## config.mk

```make
export PLATFORM = sky130hd
export DESIGN_NAME = fraction_arith_reduce
export DESIGN_NICKNAME = d
export VERILOG_FILES = /design/src/rtl/frac_pkg.sv /design/src/rtl/frac_front.sv /design/src/rtl/frac_queue.sv /design/src/rtl/frac_back.sv /design/src/rtl/fraction_arith_reduce.sv
export SDC_FILE = /design/constraint.sdc
export NUM_CORES = 2
export LEC_CHECK = 0
export BUFFER_PORTS_ARGS = -buffer_cell sky130_fd_sc_hd__buf_2
export CORE_UTILIZATION = 65
export CTS_CLUSTER_SIZE = 14
export DETAILED_ROUTE_END_ITERATION = 10
export PLACE_DENSITY = 0.82
export SLEW_MARGIN = 15
export SYNTH_ARGS = -nofsm -noshare
export SYNTH_HDL_FRONTEND = slang
export SYNTH_SLANG_ARGS = --single-unit
```

## constraint.sdc

```tcl
create_clock -name clk_i -period 9.9 [get_ports clk_i]
set_input_delay 0.495 -clock clk_i [delete_from_list [all_inputs] [get_ports clk_i]]
set_output_delay 0.495 -clock clk_i [all_outputs]
set_load 0.01 [all_outputs]
```

## src/rtl/frac_pkg.sv

```systemverilog
// Shared constants and types for the fraction arithmetic reducer.
package frac_pkg;

  localparam int OW    = 16;             // operand width
  localparam int PW    = 2 * OW;         // product width
  localparam int GW    = 2 * OW + 1;     // raw term width (sum may carry)
  localparam int NUM_W = 33;
  localparam int DEN_W = 32;
  localparam int EXT_W = (GW > NUM_W) ? GW : NUM_W;
  localparam int KW    = $clog2(GW + 1); // width of the common power-of-two count
  localparam int CW    = $clog2(GW);     // divider step counter width

  typedef enum logic [1:0] {
    OP_ADD = 2'd0,
    OP_SUB = 2'd1,
    OP_MUL = 2'd2,
    OP_DIV = 2'd3
  } op_e;

  typedef enum logic [1:0] {
    F_IDLE,
    F_MUL,
    F_ADD
  } front_e;

  typedef enum logic [1:0] {
    B_IDLE,
    B_GCD,
    B_DIV,
    B_OUT
  } back_e;

  // Raw unreduced result in sign-magnitude form.
  typedef struct packed {
    logic          num_neg;
    logic [GW-1:0] num_mag;
    logic          den_neg;
    logic [GW-1:0] den_mag;
  } raw_t;

endpackage

```

## src/rtl/frac_front.sv

```systemverilog
// Front end: takes an item, cross-multiplies and forms the raw terms.
module frac_front (
  input  logic                       clk_i,
  input  logic                       rst_ni,
  input  logic                       push_i,
  output logic                       full_o,
  input  logic [1:0]                 operation_i,
  input  logic signed [frac_pkg::OW-1:0] p_numerator_i,
  input  logic signed [frac_pkg::OW-1:0] p_denominator_i,
  input  logic signed [frac_pkg::OW-1:0] q_numerator_i,
  input  logic signed [frac_pkg::OW-1:0] q_denominator_i,
  input  logic                       q_full_i,
  output logic                       q_push_o,
  output frac_pkg::raw_t             q_data_o
);

  frac_pkg::front_e state_q, state_d;
  frac_pkg::op_e    op_q;
  logic [frac_pkg::OW-1:0] pn_q, pd_q, qn_q, qd_q;
  logic [frac_pkg::PW-1:0] p1_q, p2_q, p3_q, p1_d, p2_d, p3_d;
  logic s1_q, s2_q, s3_q, s1_d, s2_d, s3_d;

  function automatic logic [frac_pkg::OW-1:0] mag_of(input logic [frac_pkg::OW-1:0] v);
    mag_of = v[frac_pkg::OW-1] ? (~v + 1'b1) : v;
  endfunction

  logic [frac_pkg::OW-1:0] b1, b3;
  logic nb1, nb3;
  logic t2_neg;
  logic [frac_pkg::GW-1:0] e1, e2, sum_mag;
  logic sum_neg;

  // operand selection and products
  always_comb begin
    b1   = (op_q == frac_pkg::OP_MUL) ? qn_q : qd_q;
    b3   = (op_q == frac_pkg::OP_DIV) ? qn_q : qd_q;
    nb1  = b1[frac_pkg::OW-1];
    nb3  = b3[frac_pkg::OW-1];
    p1_d = frac_pkg::PW'(mag_of(pn_q)) * frac_pkg::PW'(mag_of(b1));
    p2_d = frac_pkg::PW'(mag_of(pd_q)) * frac_pkg::PW'(mag_of(qn_q));
    p3_d = frac_pkg::PW'(mag_of(pd_q)) * frac_pkg::PW'(mag_of(b3));
    s1_d = (p1_d != '0) && (pn_q[frac_pkg::OW-1] ^ nb1);
    s2_d = (p2_d != '0) && (pd_q[frac_pkg::OW-1] ^ qn_q[frac_pkg::OW-1]);
    s3_d = (p3_d != '0) && (pd_q[frac_pkg::OW-1] ^ nb3);
  end

  // signed-magnitude add of the two cross terms (add/sub), and raw term output
  always_comb begin
    t2_neg = s2_q ^ ((op_q == frac_pkg::OP_SUB) && (p2_q != '0));
    e1     = frac_pkg::GW'(p1_q);
    e2     = frac_pkg::GW'(p2_q);
    if (s1_q == t2_neg) begin
      sum_mag = e1 + e2;
      sum_neg = s1_q;
    end else if (e1 >= e2) begin
      sum_mag = e1 - e2;
      sum_neg = s1_q;
    end else begin
      sum_mag = e2 - e1;
      sum_neg = t2_neg;
    end
    if (sum_mag == '0) begin
      sum_neg = 1'b0;
    end
    if ((op_q == frac_pkg::OP_ADD) || (op_q == frac_pkg::OP_SUB)) begin
      q_data_o.num_neg = sum_neg;
      q_data_o.num_mag = sum_mag;
    end else begin
      q_data_o.num_neg = s1_q;
      q_data_o.num_mag = e1;
    end
    q_data_o.den_neg = s3_q;
    q_data_o.den_mag = frac_pkg::GW'(p3_q);
  end

  always_comb begin
    state_d  = state_q;
    q_push_o = 1'b0;
    full_o   = 1'b1;
    case (state_q)
      frac_pkg::F_IDLE: begin
        full_o = 1'b0;
        if (push_i) begin
          state_d = frac_pkg::F_MUL;
        end
      end
      frac_pkg::F_MUL: begin
        state_d = frac_pkg::F_ADD;
      end
      frac_pkg::F_ADD: begin
        if (!q_full_i) begin
          q_push_o = 1'b1;
          state_d  = frac_pkg::F_IDLE;
        end
      end
      default: begin
        state_d = frac_pkg::F_IDLE;
      end
    endcase
  end

  always_ff @(posedge clk_i or negedge rst_ni) begin
    if (!rst_ni) begin
      state_q <= frac_pkg::F_IDLE;
    end else begin
      state_q <= state_d;
    end
  end

  always_ff @(posedge clk_i) begin
    if ((state_q == frac_pkg::F_IDLE) && push_i) begin
      op_q <= frac_pkg::op_e'(operation_i);
      pn_q <= p_numerator_i;
      pd_q <= p_denominator_i;
      qn_q <= q_numerator_i;
      qd_q <= q_denominator_i;
    end
    if (state_q == frac_pkg::F_MUL) begin
      p1_q <= p1_d;
      p2_q <= p2_d;
      p3_q <= p3_d;
      s1_q <= s1_d;
      s2_q <= s2_d;
      s3_q <= s3_d;
    end
  end

endmodule

```

## src/rtl/frac_queue.sv

```systemverilog
// Two-entry queue between front and back ends.
module frac_queue (
  input  logic           clk_i,
  input  logic           rst_ni,
  input  logic           push_i,
  output logic           full_o,
  input  frac_pkg::raw_t wdata_i,
  input  logic           pop_i,
  output logic           empty_o,
  output frac_pkg::raw_t rdata_o
);

  frac_pkg::raw_t mem_q [2];
  logic       wr_q, rd_q;
  logic [1:0] cnt_q;

  assign full_o  = (cnt_q == 2'd2);
  assign empty_o = (cnt_q == 2'd0);
  assign rdata_o = mem_q[rd_q];

  always_ff @(posedge clk_i or negedge rst_ni) begin
    if (!rst_ni) begin
      wr_q  <= 1'b0;
      rd_q  <= 1'b0;
      cnt_q <= 2'd0;
    end else begin
      if (push_i && !full_o) begin
        wr_q <= ~wr_q;
      end
      if (pop_i && !empty_o) begin
        rd_q <= ~rd_q;
      end
      cnt_q <= cnt_q + 2'((push_i && !full_o) ? 1 : 0) - 2'((pop_i && !empty_o) ? 1 : 0);
    end
  end

  always_ff @(posedge clk_i) begin
    if (push_i && !full_o) begin
      mem_q[wr_q] <= wdata_i;
    end
  end

endmodule

```

## src/rtl/frac_back.sv

```systemverilog
// Back end: binary GCD, two-lane restoring divide, sign fix, result register.
module frac_back (
  input  logic                               clk_i,
  input  logic                               rst_ni,
  input  logic                               q_empty_i,
  output logic                               q_pop_o,
  input  frac_pkg::raw_t                     q_data_i,
  output logic                               empty_o,
  input  logic                               pop_i,
  output logic signed [frac_pkg::NUM_W-1:0]  result_numerator_o,
  output logic signed [frac_pkg::DEN_W-1:0]  result_denominator_o,
  output logic                               error_o
);

  localparam int GW = frac_pkg::GW;

  frac_pkg::back_e state_q, state_d;
  logic          nneg_q, dneg_q, err_q;
  logic [GW-1:0] a_q, b_q, a_d, b_d;
  logic [frac_pkg::KW-1:0] k_q, k_d;
  logic [GW-1:0] g_q;
  logic [GW-1:0] xn_q, xd_q, xn_d, xd_d;
  logic [GW:0]   rn_q, rd_q, rn_d, rd_d, rn_sh, rd_sh;
  logic [frac_pkg::CW-1:0] cnt_q;
  logic          gcd_done, ge_n, ge_d;

  logic                      valid_q;
  logic [frac_pkg::NUM_W-1:0] rnum_q;
  logic [frac_pkg::DEN_W-1:0] rden_q;
  logic                      rerr_q;
  logic                      out_free, flip;
  logic [frac_pkg::EXT_W-1:0] nm_ext, dm_ext, nf, df;

  assign empty_o              = ~valid_q;
  assign result_numerator_o   = rnum_q;
  assign result_denominator_o = rden_q;
  assign error_o              = rerr_q;
  assign out_free             = ~valid_q | pop_i;

  // one Stein step
  assign gcd_done = (a_q == '0) || (b_q == '0);
  always_comb begin
    a_d = a_q;
    b_d = b_q;
    k_d = k_q;
    if (!a_q[0] && !b_q[0]) begin
      a_d = a_q >> 1;
      b_d = b_q >> 1;
      k_d = k_q + 1'b1;
    end else if (!a_q[0]) begin
      a_d = a_q >> 1;
    end else if (!b_q[0]) begin
      b_d = b_q >> 1;
    end else if (a_q >= b_q) begin
      a_d = (a_q - b_q) >> 1;
    end else begin
      b_d = (b_q - a_q) >> 1;
    end
  end

  // one quotient bit per lane
  always_comb begin
    rn_sh = {rn_q[GW-1:0], xn_q[GW-1]};
    rd_sh = {rd_q[GW-1:0], xd_q[GW-1]};
    ge_n  = rn_sh >= {1'b0, g_q};
    ge_d  = rd_sh >= {1'b0, g_q};
    rn_d  = ge_n ? (rn_sh - {1'b0, g_q}) : rn_sh;
    rd_d  = ge_d ? (rd_sh - {1'b0, g_q}) : rd_sh;
    xn_d  = {xn_q[GW-2:0], ge_n};
    xd_d  = {xd_q[GW-2:0], ge_d};
  end

  // sign move and field wrap
  always_comb begin
    flip   = dneg_q && (xn_q != '0);
    nm_ext = frac_pkg::EXT_W'(xn_q);
    dm_ext = frac_pkg::EXT_W'(xd_q);
    nf     = (nneg_q ^ flip) ? (~nm_ext + 1'b1) : nm_ext;
    df     = (dneg_q & ~flip) ? (~dm_ext + 1'b1) : dm_ext;
  end

  always_comb begin
    state_d = state_q;
    q_pop_o = 1'b0;
    case (state_q)
      frac_pkg::B_IDLE: begin
        if (!q_empty_i) begin
          q_pop_o = 1'b1;
          if ((q_data_i.num_mag == '0) && (q_data_i.den_mag == '0)) begin
            state_d = frac_pkg::B_OUT;
          end else begin
            state_d = frac_pkg::B_GCD;
          end
        end
      end
      frac_pkg::B_GCD: begin
        if (gcd_done) begin
          state_d = frac_pkg::B_DIV;
        end
      end
      frac_pkg::B_DIV: begin
        if (cnt_q == '0) begin
          state_d = frac_pkg::B_OUT;
        end
      end
      frac_pkg::B_OUT: begin
        if (out_free) begin
          state_d = frac_pkg::B_IDLE;
        end
      end
      default: begin
        state_d = frac_pkg::B_IDLE;
      end
    endcase
  end

  always_ff @(posedge clk_i or negedge rst_ni) begin
    if (!rst_ni) begin
      state_q <= frac_pkg::B_IDLE;
      valid_q <= 1'b0;
    end else begin
      state_q <= state_d;
      if ((state_q == frac_pkg::B_OUT) && out_free) begin
        valid_q <= 1'b1;
      end else if (pop_i) begin
        valid_q <= 1'b0;
      end
    end
  end

  always_ff @(posedge clk_i) begin
    case (state_q)
      frac_pkg::B_IDLE: begin
        nneg_q <= q_data_i.num_neg;
        dneg_q <= q_data_i.den_neg;
        a_q    <= q_data_i.num_mag;
        b_q    <= q_data_i.den_mag;
        xn_q   <= q_data_i.num_mag;
        xd_q   <= q_data_i.den_mag;
        k_q    <= '0;
        err_q  <= (q_data_i.num_mag == '0) && (q_data_i.den_mag == '0);
      end
      frac_pkg::B_GCD: begin
        a_q <= a_d;
        b_q <= b_d;
        k_q <= k_d;
        if (gcd_done) begin
          g_q   <= GW'((a_q | b_q) << k_q);
          rn_q  <= '0;
          rd_q  <= '0;
          cnt_q <= frac_pkg::CW'(GW - 1);
        end
      end
      frac_pkg::B_DIV: begin
        rn_q  <= rn_d;
        rd_q  <= rd_d;
        xn_q  <= xn_d;
        xd_q  <= xd_d;
        cnt_q <= cnt_q - 1'b1;
      end
      frac_pkg::B_OUT: begin
        if (out_free) begin
          rerr_q <= err_q;
          rnum_q <= err_q ? '0 : nf[frac_pkg::NUM_W-1:0];
          rden_q <= err_q ? '0 : df[frac_pkg::DEN_W-1:0];
        end
      end
      default: begin
      end
    endcase
  end

endmodule

```

## src/rtl/fraction_arith_reduce.sv

```systemverilog
// Top level: fraction add/sub/mul/div with GCD reduction.
//
//  channel  | handshake        | beat
//  ---------+------------------+---------------------------------------------
//  input    | push / full      | operation, p and q numerators/denominators
//  result   | empty / pop      | result_numerator, result_denominator, error
//
// Front end registers a beat while idle, registers the cross products, then
// forms the add and drops the raw terms into a two-entry queue, waiting while
// the queue is full; full stays high until the front end is idle again.
// Back end per item: a load step, binary GCD steps, a restoring divide over
// 2*OPERAND_WIDTH+1 quotient bits (both terms in parallel) and an output step;
// the GCD loop sets the spread. A both-zero item skips GCD and divide.
// Reset clears only control state; no clearing pass. A held result stalls the
// back end, so the queue and then the front end fill and full stays high.
module fraction_arith_reduce (
  input  logic                                clk_i,
  input  logic                                rst_ni,
  input  logic                                push,
  output logic                                full,
  input  logic [1:0]                          operation_i,
  input  logic signed [frac_pkg::OW-1:0]      p_numerator_i,
  input  logic signed [frac_pkg::OW-1:0]      p_denominator_i,
  input  logic signed [frac_pkg::OW-1:0]      q_numerator_i,
  input  logic signed [frac_pkg::OW-1:0]      q_denominator_i,
  output logic                                empty,
  input  logic                                pop,
  output logic signed [frac_pkg::NUM_W-1:0]   result_numerator_o,
  output logic signed [frac_pkg::DEN_W-1:0]   result_denominator_o,
  output logic                                error_o
);

  frac_pkg::raw_t fq_wdata, fq_rdata;
  logic fq_push, fq_full, fq_pop, fq_empty;

  frac_front u_front (
    .clk_i           (clk_i),
    .rst_ni          (rst_ni),
    .push_i          (push),
    .full_o          (full),
    .operation_i     (operation_i),
    .p_numerator_i   (p_numerator_i),
    .p_denominator_i (p_denominator_i),
    .q_numerator_i   (q_numerator_i),
    .q_denominator_i (q_denominator_i),
    .q_full_i        (fq_full),
    .q_push_o        (fq_push),
    .q_data_o        (fq_wdata)
  );

  // decouples the multiply front from the iterative back end
  frac_queue u_queue (
    .clk_i   (clk_i),
    .rst_ni  (rst_ni),
    .push_i  (fq_push),
    .full_o  (fq_full),
    .wdata_i (fq_wdata),
    .pop_i   (fq_pop),
    .empty_o (fq_empty),
    .rdata_o (fq_rdata)
  );

  frac_back u_back (
    .clk_i                (clk_i),
    .rst_ni               (rst_ni),
    .q_empty_i            (fq_empty),
    .q_pop_o              (fq_pop),
    .q_data_i             (fq_rdata),
    .empty_o              (empty),
    .pop_i                (pop),
    .result_numerator_o   (result_numerator_o),
    .result_denominator_o (result_denominator_o),
    .error_o              (error_o)
  );

endmodule

```

==> flow_summary.ini <==
[timing]
timing_hold_violations_final = 0
worst-slew-pin-transition_ns = 1.24
final.setup.tns_ns = 0
fin_worst_hold_slack_ns = 0.0283
finalMaxSlewViolations = 0
period_minus_slack_ns = 9.53
max_slew_margin_pct = 16.2
skew_ns = 0.0922
report.final.setup_viol = 0
grt_setup_unrepaired = false
peak_freq_mhz = 105
min_period_over_period_pct = 96.3

[yosys]
post_synth_most_frequent_cells = sky130_fd_sc_hd__inv_1 (980), sky130_fd_sc_hd__nor2_1 (783), sky130_fd_sc_hd__nand2_1 (653)
synth.ff_latch_count = 619
synth.top_cell.area_share_pct = 27.9
synth-warning-count = 0
synthArstFlopShare_pct = 1.45
synthCells = 6958
synth_most_common_cell = sky130_fd_sc_hd__inv_1
synth_top_area_cell = sky130_fd_sc_hd__edfxtp_1
yosys-top-cells-area = sky130_fd_sc_hd__edfxtp_1 (28%), sky130_fd_sc_hd__fa_1 (18%), sky130_fd_sc_hd__ha_1 (11%)
synth-edff-count = 610
netlist_area_um2 = 65700
synth.net_count = 8204
post_synth_num_cell_types = 89
postSynthAreaPerCell_um2 = 9.45
synth-main-ff-cell = sky130_fd_sc_hd__edfxtp_1
synth-seq-area-share_pct = 28.2

[drt]
drt-pass1-iter-count = 6
final_routed_drc_violation_total = 0
drt_wl_total_um = 199000
number_of_drc_markers_in_iteration_0 = 5809
antenna_violating_nets_post_route = 0
vias_after_detailed_routing = 53200
routed_via_density = 6.28
routedWlPerCell_um = 23.4

[job]
max_cap_viol_count = 0

[finish]
flow.area_growth_from_synthesis_pct = 8.69
fraction_of_final_layout_cells_sized_beyond_drive_strength_1_pct = 8.95
layout.nets = 8363
num_antenna_cells = 0

[placed_design]
dp_hpwl_um = 157000
portBuffers = 137
place.gp.congestion = 1.03

[worst_setup_path]
worst-endpoint-arrival_ns = 9.92
cp_data_required_time_ns = 10.29
timing.critical_path.slowest_cell_delay_ns = 0.57
critical_path_class = flip-flop to flip-flop
path_common_cell = sky130_fd_sc_hd__fa_1
crit_fanout = 12
timing.critical_path.slowest_stage_cell = sky130_fd_sc_hd__fa_1
crit_path_end_kind = flip-flop
startpoint_type = flip-flop

[floorplanning]
floorplan.die.height_um = 320
row_count = 116
die_x_extent_um = 320
die-area_um2 = 102000
io_pins = 138
placeable_core_area_um2 = 100000
initial_core_util_pct = 65.7

[status]
outcome = completed

[clock_tree]
max-clock-path-buffers = 3
cts_buffers = 71
clock-sinks = 619
path_clk_slew_ns = 0.07
cts-root-buf = sky130_fd_sc_hd__clkbuf_16
tritoncts_clock_tree = built
cts_max_level = 3
clk_latency_ns = 0.70

[grt]
pin_count_of_the_biggest_net_entering_global_routing = 76
grtUsageTotal_pct = 39.0
grt_overflow = 0
first_global_vias = 53800
grt_antenna_before_repair = 2
grt_first_pass_wirelength_um = 307000

[min_path]
worst_hold_path_type = primary input to flip-flop
## worst max-delay path, delay by kind of cell, from the launching register on
family / cells / cell delay, ns
adders and majority gates: 7 / 3.41
DFF: 1 / 0.48
AOI/OAI and AO/OA: 7 / 1.50
and+or+nand+nor: 10 / 3.36
xor gates and xnor gates: 1 / 0.32
buffers and inverters: 3 / 0.17
## routing by layer
metal | up-vias | global-route usage (%) | part of all wire (%)
met4 | 4 | 22.5 | 7.0
met2 | 2833 | 62.9 | 46
met5 | - | 0 | 0.014
met3 | 695 | 6.79 | 8.6
li1 | 23800 | - | -
met1 | 25900 | 49.7 | 38
## final cells by class
class | count | area (um2)
Clock buffer | 85 | 1860
Clock inverter | 45 | 532
Fill cell | 7474 | 28700
Inverter | 994 | 3730
Multi-Input combinational cell | 5083 | 42700
Sequential cell | 619 | 18500
Tap cell | 1298 | 1620
Timing Repair Buffer | 348 | 2420
## registers in the layout, indices dropped and copies added (netlist names), 16 cells and up
name / flops
u_back.dm_ext: 33
u_back.a_q: 33
u_front.p1_q: 32
u_back.result_numerator_o: 33
u_back.b_q: 32
u_back.g_q: 33
u_front.p2_q: 32
u_front.pd_q: 16
u_back.rd_q: 33
u_back.nm_ext: 33
u_front.p3_q: 32
u_back.result_denominator_o: 32
u_front.qd_q: 16
u_front.qn_q: 16
u_back.rn_q: 33
u_queue.mem_q: 134
u_front.pn_q: 16
## placed cells by master (no fill, tap or decap), drive strengths merged, types with 28 or more instances in the layout
| cell type | netlist | layout |
|---|---|---|
| a211oi | 61 | 61 |
| o21bai | 71 | 71 |
| buf | 19 | 303 |
| o21ai | 208 | 208 |
| nor3 | 117 | 117 |
| nand2 | 654 | 654 |
| nand2b | 52 | 52 |
| xor2 | 134 | 134 |
| o31ai | 41 | 41 |
| o21a | 33 | 33 |
| nand4 | 41 | 41 |
| dlygate4sd3 | 0 | 45 |
| xnor2 | 269 | 269 |
| clkbuf | 243 | 85 |
| clkinv | 2 | 33 |
| inv | 992 | 995 |
| a221oi | 29 | 29 |
| ha | 587 | 587 |
| fa | 589 | 589 |
| nor4 | 81 | 81 |
| a21oi | 387 | 387 |
| nor2 | 784 | 784 |
| o22ai | 28 | 28 |
| mux2 | 138 | 138 |
| edfxtp | 610 | 610 |
| mux2i | 119 | 119 |
| a31oi | 53 | 53 |
| or3 | 40 | 40 |
| nor2b | 49 | 49 |
| and2 | 81 | 81 |
| nand3 | 65 | 65 |
| a21o | 86 | 86 |
## final timing paths
| kind | start | slack [ns] | cells past startpoint | end |
|---|---|---|---|---|
| setup reg to reg | u_front.pd_q[2] | 0.37 | 28 | u_front.s2_q |
| hold / removal | q_numerator_i[8] | 0.03 | 1 | u_front.qn_q[8] |
| min in group asynchronous | rst_ni | 0.26 | 2 | u_queue.rd_q |
| max in group asynchronous | rst_ni | 9.42 | 2 | u_queue.rd_q |
| hold reg to reg | u_front.p3_q[3] | 0.46 | 0 | u_queue.mem_q[1][3] |
| setup / recovery | u_front.pd_q[2] | 0.37 | 28 | u_front.s2_q |
## per-stage QoR
step / setup WS [ns] / instance area (um2) / utilization [%] / instances
floorplan: 0.861 / 65700 / - / 6958
global placement: 0.597 / 68500 / 68.4 / 8295
detailed placement: 0.387 / 68500 / 68.4 / 8295
CTS: 0.261 / 71300 / 71.2 / 8470
global route: 0.00553 / 71500 / 71.4 / 8472
finish: 0.370 / 71500 / 71.4 / 8472
## logic make-up (layout without fill, tap and decap cells)
logic type / count (synthesis) / in the layout / share of synthesized area [%]
DFF: 619 / 619 / 28.2
buffers and inverters: 1256 / 1472 / 7.19
xor gates and xnor gates: 403 / 403 / 5.37
and+or+nand+nor: 2073 / 2073 / 14.1
muxes: 278 / 278 / 4.89
AOI/OAI and AO/OA: 1153 / 1153 / 11.1
adders and majority gates: 1176 / 1176 / 29.1
## what timing repair did
action / CTS / global route
hold buffers: 45 / 0
endpoints found under the setup margin: 0 / 3
setup buffers: 0 / 0
hold endpoints to repair: 53 / 0
gates resized for setup: 0 / 11
Power is left out: the tool's default activity adds up to more than one toggle a clock period on the data nets, which glitch-free logic cannot reach.
